File: config.mk
export PLATFORM = sky130hd
export DESIGN_NAME = base32_decoder
export DESIGN_NICKNAME = d
export VERILOG_FILES = /design/src/rtl/core/b32d_pkg.sv /design/src/rtl/core/b32d_front.sv /design/src/rtl/core/b32d_queue.sv /design/src/rtl/core/b32d_back.sv /design/src/rtl/core/base32_decoder.sv
export SDC_FILE = /design/constraint.sdc
export NUM_CORES = 1
export LEC_CHECK = 0
export ABC_AREA = 0
export BUFFER_PORTS_ARGS = -buffer_cell sky130_fd_sc_hd__buf_2
export CORE_AREA = 4 4 136 138
export DETAILED_ROUTE_END_ITERATION = 10
export DIE_AREA = 0 0 140 142
export GPL_ROUTABILITY_DRIVEN = 0
export GPL_TIMING_DRIVEN = 0
export PLACE_DENSITY = 0.69
export SYNTH_ARGS = -nofsm -noshare
export SYNTH_HDL_FRONTEND = slang
export SYNTH_SLANG_ARGS = --single-unit
export TNS_END_PERCENT = 30
File: constraint.sdc
create_clock -name i_clk -period 9.3 [get_ports i_clk]
set_input_delay 1.86 -clock i_clk [delete_from_list [all_inputs] [get_ports i_clk]]
set_output_delay 1.86 -clock i_clk [all_outputs]
set_load 0.01 [all_outputs]
File: src/rtl/core/b32d_pkg.sv
`timescale 1ns / 1ps

package b32d_pkg;

    // character codes
    localparam logic [7:0] CHAR_PAD  = 8'h3D;
    localparam logic [7:0] CHAR_A    = 8'h41;
    localparam logic [7:0] CHAR_Z    = 8'h5A;
    localparam logic [7:0] CHAR_TWO  = 8'h32;
    localparam logic [7:0] CHAR_SVN  = 8'h37;
    localparam logic [7:0] DIGIT_OFS = 8'd26;

    // group geometry
    localparam int unsigned SYM_W   = 5;
    localparam int unsigned GRP_SYM = 8;
    localparam int unsigned GRP_W   = SYM_W * GRP_SYM;
    localparam int unsigned POS_W   = $clog2(GRP_SYM);
    localparam int unsigned LEN_W   = 3;

    // length codes
    localparam logic [LEN_W-1:0] LEN_BAD  = 3'd0;
    localparam logic [LEN_W-1:0] LEN_ONE  = 3'd1;
    localparam logic [LEN_W-1:0] LEN_TWO  = 3'd2;
    localparam logic [LEN_W-1:0] LEN_THR  = 3'd3;
    localparam logic [LEN_W-1:0] LEN_FOUR = 3'd4;
    localparam logic [LEN_W-1:0] LEN_FULL = 3'd5;

    // one closed group handed from front to back
    typedef struct packed {
        logic [GRP_W-1:0] bits;
        logic [LEN_W-1:0] len;
    } t_group;

    // queue status used for input ready, the back end and the checks
    typedef struct packed {
        logic full;
        logic empty;
    } t_q_stat;

    // base32 alphabet lookup, anything else is zero
    function automatic logic [SYM_W-1:0] sym_of(input logic [7:0] c);
        logic [7:0] v;
        v = 8'd0;
        if (c inside {[CHAR_A:CHAR_Z]}) begin
            v = c - CHAR_A;
        end else if (c inside {[CHAR_TWO:CHAR_SVN]}) begin
            v = c - CHAR_TWO + DIGIT_OFS;
        end
        return v[SYM_W-1:0];
    endfunction

    // byte count from the padding pattern, LEN_BAD on broken padding
    function automatic logic [LEN_W-1:0] group_len(input logic [GRP_SYM-1:0] f);
        logic [LEN_W-1:0] l;
        if (f[2]) begin
            l = (&f[7:3]) ? LEN_ONE : LEN_BAD;
        end else if (f[4]) begin
            l = (&f[7:5]) ? LEN_TWO : LEN_BAD;
        end else if (f[5]) begin
            l = (&f[7:6]) ? LEN_THR : LEN_BAD;
        end else if (f[7]) begin
            l = LEN_FOUR;
        end else begin
            l = LEN_FULL;
        end
        return l;
    endfunction

endpackage

File: src/rtl/core/b32d_front.sv
`timescale 1ns / 1ps

module b32d_front
    import b32d_pkg::*;
(
    input  logic             i_clk,
    input  logic             i_rst_n,
    input  logic             i_accept,
    input  logic [7:0]       i_char,
    input  logic             i_last,
    output logic             o_push,
    output t_group           o_group
);

    logic [GRP_W-1:0]   r_buf,    n_buf;
    logic [POS_W-1:0]   r_pos,    n_pos;
    logic [GRP_SYM-1:0] r_flags,  n_flags;
    logic               r_halted, n_halted;

    logic [GRP_W-1:0]   w_buf;
    logic [GRP_SYM-1:0] w_flags;
    logic [LEN_W-1:0]   w_len;
    logic               w_close;

    // shift in the symbol and note padding
    always_comb begin
        w_buf   = {r_buf[GRP_W-SYM_W-1:0], sym_of(i_char)};
        w_flags = r_flags;
        if (i_char == CHAR_PAD) begin
            w_flags[r_pos] = 1'b1;
        end
        w_len   = group_len(w_flags);
        w_close = i_accept && !r_halted && (r_pos == POS_W'(GRP_SYM - 1));
    end

    // next state of the collector
    always_comb begin
        n_buf    = r_buf;
        n_pos    = r_pos;
        n_flags  = r_flags;
        n_halted = r_halted;
        if (i_accept && !r_halted) begin
            if (w_close) begin
                n_buf   = '0;
                n_pos   = '0;
                n_flags = '0;
                if (w_len == LEN_BAD) begin
                    n_halted = 1'b1;
                end
            end else begin
                n_buf   = w_buf;
                n_flags = w_flags;
                n_pos   = r_pos + POS_W'(1);
            end
        end
        if (i_accept && i_last) begin
            n_buf    = '0;
            n_pos    = '0;
            n_flags  = '0;
            n_halted = 1'b0;
        end
    end

    always_ff @(posedge i_clk) begin
        if (!i_rst_n) begin
            r_buf    <= '0;
            r_pos    <= '0;
            r_flags  <= '0;
            r_halted <= 1'b0;
        end else begin
            r_buf    <= n_buf;
            r_pos    <= n_pos;
            r_flags  <= n_flags;
            r_halted <= n_halted;
        end
    end

    // hand a good group to the queue
    assign o_push       = w_close && (w_len != LEN_BAD);
    assign o_group.bits = w_buf;
    assign o_group.len  = w_len;

endmodule

File: src/rtl/core/b32d_queue.sv
`timescale 1ns / 1ps

module b32d_queue
    import b32d_pkg::*;
(
    input  logic    i_clk,
    input  logic    i_rst_n,
    input  logic    i_push,
    input  t_group  i_group,
    input  logic    i_pop,
    output t_group  o_group,
    output t_q_stat o_stat
);

    t_group     r_mem [2];
    logic       r_wptr;
    logic       r_rptr;
    logic [1:0] r_cnt;

    // entry storage
    always_ff @(posedge i_clk) begin
        if (i_push) begin
            r_mem[r_wptr] <= i_group;
        end
    end

    // pointers and fill count
    always_ff @(posedge i_clk) begin
        if (!i_rst_n) begin
            r_wptr <= 1'b0;
            r_rptr <= 1'b0;
            r_cnt  <= 2'd0;
        end else begin
            if (i_push) begin
                r_wptr <= !r_wptr;
            end
            if (i_pop) begin
                r_rptr <= !r_rptr;
            end
            if (i_push && !i_pop) begin
                r_cnt <= r_cnt + 2'd1;
            end else if (i_pop && !i_push) begin
                r_cnt <= r_cnt - 2'd1;
            end
        end
    end

    assign o_group      = r_mem[r_rptr];
    assign o_stat.full  = (r_cnt == 2'd2);
    assign o_stat.empty = (r_cnt == 2'd0);

endmodule

File: src/rtl/core/b32d_back.sv
`timescale 1ns / 1ps

module b32d_back
    import b32d_pkg::*;
(
    input  logic       i_clk,
    input  logic       i_rst_n,
    input  t_group     i_group,
    input  logic       i_avail,
    output logic       o_pop,
    output logic       o_valid,
    input  logic       i_ready,
    output logic [7:0] o_byte,
    output logic       o_last
);

    logic [GRP_W-1:0] r_bits;
    logic [LEN_W-1:0] r_left;
    logic             r_busy;
    logic             r_valid;
    logic [7:0]       r_byte;
    logic             r_last;
    logic             w_adv;

    assign w_adv = !r_valid || i_ready;
    assign o_pop = !r_busy && i_avail;

    // walk the group one byte per free output slot
    always_ff @(posedge i_clk) begin
        if (!i_rst_n) begin
            r_busy  <= 1'b0;
            r_valid <= 1'b0;
            r_left  <= '0;
        end else begin
            if (o_pop) begin
                r_busy <= 1'b1;
                r_left <= i_group.len;
            end else if (r_busy && w_adv) begin
                r_left <= r_left - LEN_W'(1);
                if (r_left == LEN_ONE) begin
                    r_busy <= 1'b0;
                end
            end
            if (w_adv) begin
                r_valid <= r_busy;
            end
        end
    end

    // payload, no reset needed
    always_ff @(posedge i_clk) begin
        if (o_pop) begin
            r_bits <= i_group.bits;
        end else if (r_busy && w_adv) begin
            r_bits <= {r_bits[GRP_W-9:0], 8'd0};
        end
        if (r_busy && w_adv) begin
            r_byte <= r_bits[GRP_W-1 -: 8];
            r_last <= (r_left == LEN_ONE);
        end
    end

    assign o_valid = r_valid;
    assign o_byte  = r_byte;
    assign o_last  = r_last;

endmodule

File: src/rtl/core/base32_decoder.sv
`timescale 1ns / 1ps
// channel  | dir | tdata        | tlast
// ---------+-----+--------------+------------
// s (in)   | in  | [7:0] char   | end of text
// m (out)  | out | [7:0] byte   | group last
//
// one character is taken per cycle while the two-entry group queue has room
// a group of eight characters leaves 1 to 5 bytes, one per cycle while the
// output takes them; the back end pops the next group from the queue only when idle
// a closed group is queued, popped, then its first byte is registered out
// synchronous active-low reset clears the collector, queue and output slot
// each side stalls on its own; the queue absorbs output back-pressure

module base32_decoder
    import b32d_pkg::*;
(
    input  logic       i_clk,
    input  logic       i_rst_n,
    input  logic       i_s_tvalid,
    output logic       o_s_tready,
    input  logic [7:0] i_s_tdata,   // [7:0] text_char
    input  logic       i_s_tlast,
    output logic       o_m_tvalid,
    input  logic       i_m_tready,
    output logic [7:0] o_m_tdata,   // [7:0] out_byte
    output logic       o_m_tlast
);

    logic    w_accept;
    logic    w_push;
    logic    w_pop;
    t_group  w_in_grp;
    t_group  w_out_grp;
    t_q_stat w_stat;

    assign o_s_tready = !w_stat.full;
    assign w_accept   = i_s_tvalid && o_s_tready;

    // character collector
    b32d_front u_front (
        .i_clk   (i_clk),
        .i_rst_n (i_rst_n),
        .i_accept(w_accept),
        .i_char  (i_s_tdata),
        .i_last  (i_s_tlast),
        .o_push  (w_push),
        .o_group (w_in_grp)
    );

    // group queue
    b32d_queue u_queue (
        .i_clk   (i_clk),
        .i_rst_n (i_rst_n),
        .i_push  (w_push),
        .i_group (w_in_grp),
        .i_pop   (w_pop),
        .o_group (w_out_grp),
        .o_stat  (w_stat)
    );

    // byte emitter
    b32d_back u_back (
        .i_clk   (i_clk),
        .i_rst_n (i_rst_n),
        .i_group (w_out_grp),
        .i_avail (!w_stat.empty),
        .o_pop   (w_pop),
        .o_valid (o_m_tvalid),
        .i_ready (i_m_tready),
        .o_byte  (o_m_tdata),
        .o_last  (o_m_tlast)
    );

`ifndef SYNTHESIS
    a_no_overflow: assert property (@(posedge i_clk) disable iff (!i_rst_n)
        w_push |-> !w_stat.full)
        else $error("group pushed into a full queue");

    a_no_underflow: assert property (@(posedge i_clk) disable iff (!i_rst_n)
        w_pop |-> !w_stat.empty)
        else $error("group popped from an empty queue");

    a_good_len: assert property (@(posedge i_clk) disable iff (!i_rst_n)
        w_push |-> (w_in_grp.len != LEN_BAD))
        else $error("bad padding group reached the queue");

    a_reset_idle: assert property (@(posedge i_clk)
        !i_rst_n |=> !o_m_tvalid)
        else $error("output valid right after reset");
`endif

endmodule

==> flow_metrics.tcl <==
set metrics [dict create \
    outcome "complete, no violations" \
    clkLatencyLatePin_ns 0.42 \
    startpoint "i_s_tdata[1]" \
    yosysSeqAreaShare 0.671 \
    postCtsSetupBuffers 0 \
    clockRootBuffer "clkbuf_16" \
    cts.sinks 190 \
    drive_gt1_frac 0.134 \
    ys_ff_latch 190 \
    syn_nets 624 \
    grt_pass1_vias 4745 \
    drv_cap 0 \
    core_area_um2 17200 \
    worstSetupStartpointType "primary input" \
    grt_setup_unrepaired "no" \
    synth_top_area_cell "edfxtp_1" \
    vias 4790 \
    ys_warn_count 0 \
    hold_violations 0 \
    synth_cell_types 56 \
    num_io_pins 24 \
    area.growth.synth_to_final_pct 14.7 \
    synthTopCellsByArea "edfxtp_1 53%, dfxtp_1 14%, mux2i_1 5.5%" \
    required_ns 9.43 \
    htree_levels 4 \
    cts_buffers 17 \
    syn_avg_cell_area_um2 12.8 \
    hpwl_um 10500 \
    critPathArrivalTime_ns 4.33 \
    path_class "in2reg" \
    cp_slowest_stage_delay_ns 0.69 \
    portBuffers 21 \
    synth_flop_cell "edfxtp_1" \
    hp-class "reg2reg" \
    r2r_start "u_front.r_pos[0]$_SDFFE_PP0P_" \
    totalWireLength_um 15000 \
    async_reset_ff_frac 0 \
    drv_slew 0 \
    grt_first_pass_wirelength_um 24200 \
    fp.dieH_um 142 \
    holdBufCountCts 0 \
    wire_per_inst_um 17.0 \
    overflow 0 \
    finalCritPeriodShare 0.452 \
    path_clk_slew_ns 0.07 \
    ant_nets 0 \
    syn_inst 602 \
    period_minus_slack_ns 4.20 \
    crit_chain "buf_2 > inv_1 > ha_1 > nand3_1 > o41ai_2 > a22o_4 > a21oi_2 > nor3b_4 > buf_16 > buf_8" \
    cts_tree "yes" \
    die_area_um2 19900 \
    worst_clock_skew_ns 0.0110 \
    power_leakage_nw 2.99 \
    grt_max_degree 41 \
    worstMarginPinSlew_ns 1.07 \
    pwr_density_cell_nw_per_um2 287 \
    worst_path_max_delay_cell "nor3b_4" \
    synth_edf_count 135 \
    cts.repair.resized 0 \
    crit_buf_inv 4 \
    crit_fanout 18 \
    start_util 0.447 \
    end_kind "flop" \
    grtUsageTotal 0.155 \
    fmax_mhz 238 \
    first_iter_violations 350 \
    critical_path.top_delay_family "simple AND/OR/NAND/NOR gates" \
    hold_start "u_back.r_bits[39]$_DFFE_PP_" \
    grt_antenna_before_repair 0 \
    vdd_drop_max_v 0.000279 \
    syn_area_um2 7680 \
    finalNetCount 671 \
    die_w_um 140 \
    diodes 0 \
    slew_headroom 0.278 \
    finalSetupTns_ns 0 \
    total_power_mw 2.53 \
    drt_pre_antenna_iters 5 \
    clk_path_buf_depth 2 \
    vias_per_cell 5.40 \
    yosys.area.top_type_share 0.528 \
    std_cell_rows 48 \
    route.detailed.drc 0 \
    fin_util 0.513 \
    setup_viol_count_final 0 \
]
flip-flops by register name, summed over array words and instances (netlist names), 2 cells and up, named ones only:
register and flops:
u_back.o_byte 8, u_back.r_bits 40, u_back.r_left 3, u_front.r_buf 35
u_front.r_flags 6, u_front.r_pos 3, u_queue.r_cnt 2, u_queue.r_mem 86
Yosys cell counts, drive strengths merged, types with 3 or more instances:
cell type  number
xor2            5
inv            10
nand3           9
a31oi           5
a32o            3
ha              9
clkbuf         22
xnor2           3
a41oi           3
nand2b          6
nor2           61
nor3            9
nor3b          35
mux2i          42
edfxtp        135
o21ai          37
a21oi          47
dfxtp          55
buf            15
nor2b           6
nand2          43
a211oi          6
nor4            5
final cells by class:
class / count / area (um^2)
plain buffers: 37 / 165
inverters: 10 / 37.5
flip-flops and latches: 190 / 5150
fillers: 1464 / 8360
well taps: 225 / 282
repair buffers: 28 / 213
clock inverters: 14 / 174
multi-input cells: 365 / 2340
clock buffers: 18 / 450
worst reg2reg max path, delay by kind of cell, from the launching register on:
| family | cells | cell delay, ns |
|---|---|---|
| flops | 1 | 0.42 |
| buf+inv | 5 | 1.16 |
| fa+ha+maj | 2 | 0.34 |
| simple gates | 2 | 0.92 |
stage by stage:
stage / worst slack, ns / instance area (um^2) / cells / hold slack (ns)
floorplan: 3.02 / 7680 / 602 / 0.400
global placement: 1.33 / 8070 / 848 / 0.403
detailed placement: 4.67 / 8190 / 855 / 0.405
CTS: 5.11 / 8810 / 887 / 0.423
global route: 4.90 / 8810 / 887 / 0.433
finish: 5.10 / 8810 / 887 / 0.420
final timing paths:
path	to	slack, ns	depth (start not counted)
worst max register to register	u_queue.r_mem[0][25]$_DFFE_PP_	6.15	9
worst max-delay path	u_queue.r_mem[1][24]$_DFFE_PP_	5.10	10
worst min-delay path	u_back.o_byte[7]$_DFFE_PP_	0.42	0
worst min register to register	u_back.o_byte[7]$_DFFE_PP_	0.42	0
metal layers:
layer / part of all wire / GRT usage / vias up
met2: 0.51 / 0.271 / 110
li1: - / - / 2317
met3: 0.048 / 0.0262 / 15
met4: 0.012 / 0.0586 / 0
met5: 0 / 0 / -
met1: 0.43 / 0.195 / 2348
where the power goes:
group	internal (mW)	leakage (nW)	switching, mW	total, mW
Combinational	0.196	1.02	0.413	0.609
Sequential	1.13	1.66	0.0437	1.17
Clock	0.423	0.308	0.325	0.748
Total	1.75	2.99	0.782	2.53
cells in the final DEF (no fill, tap or decap), types with 5 or more instances in the layout:
| cell | instances |
|---|---|
| edfxtp_1 | 135 |
| nor2_1 | 61 |
| dfxtp_1 | 55 |
| a21oi_1 | 46 |
| nand2_1 | 43 |
| mux2i_1 | 42 |
| o21ai_0 | 37 |
| nor3b_1 | 33 |
| buf_2 | 30 |
| clkbuf_1 | 22 |
| clkbuf_16 | 18 |
| inv_1 | 10 |
| nand3_1 | 9 |
| ha_1 | 9 |
| nor3_1 | 8 |
| nor2b_1 | 6 |
| nand2b_1 | 5 |
| xor2_1 | 5 |
| a31oi_1 | 5 |
| a211oi_1 | 5 |
cells by family after synthesis:
family	count (synthesis)	synth area share
buffers and inverters	47	0.0264
muxes	43	0.0562
xor gates and xnor gates	8	0.00912
and+or+nand+nor	188	0.128
AOI/OAI and AO/OA	117	0.0950
adders and majority gates	9	0.0147
DFF	190	0.671
(Power assumes the default switching activity.)
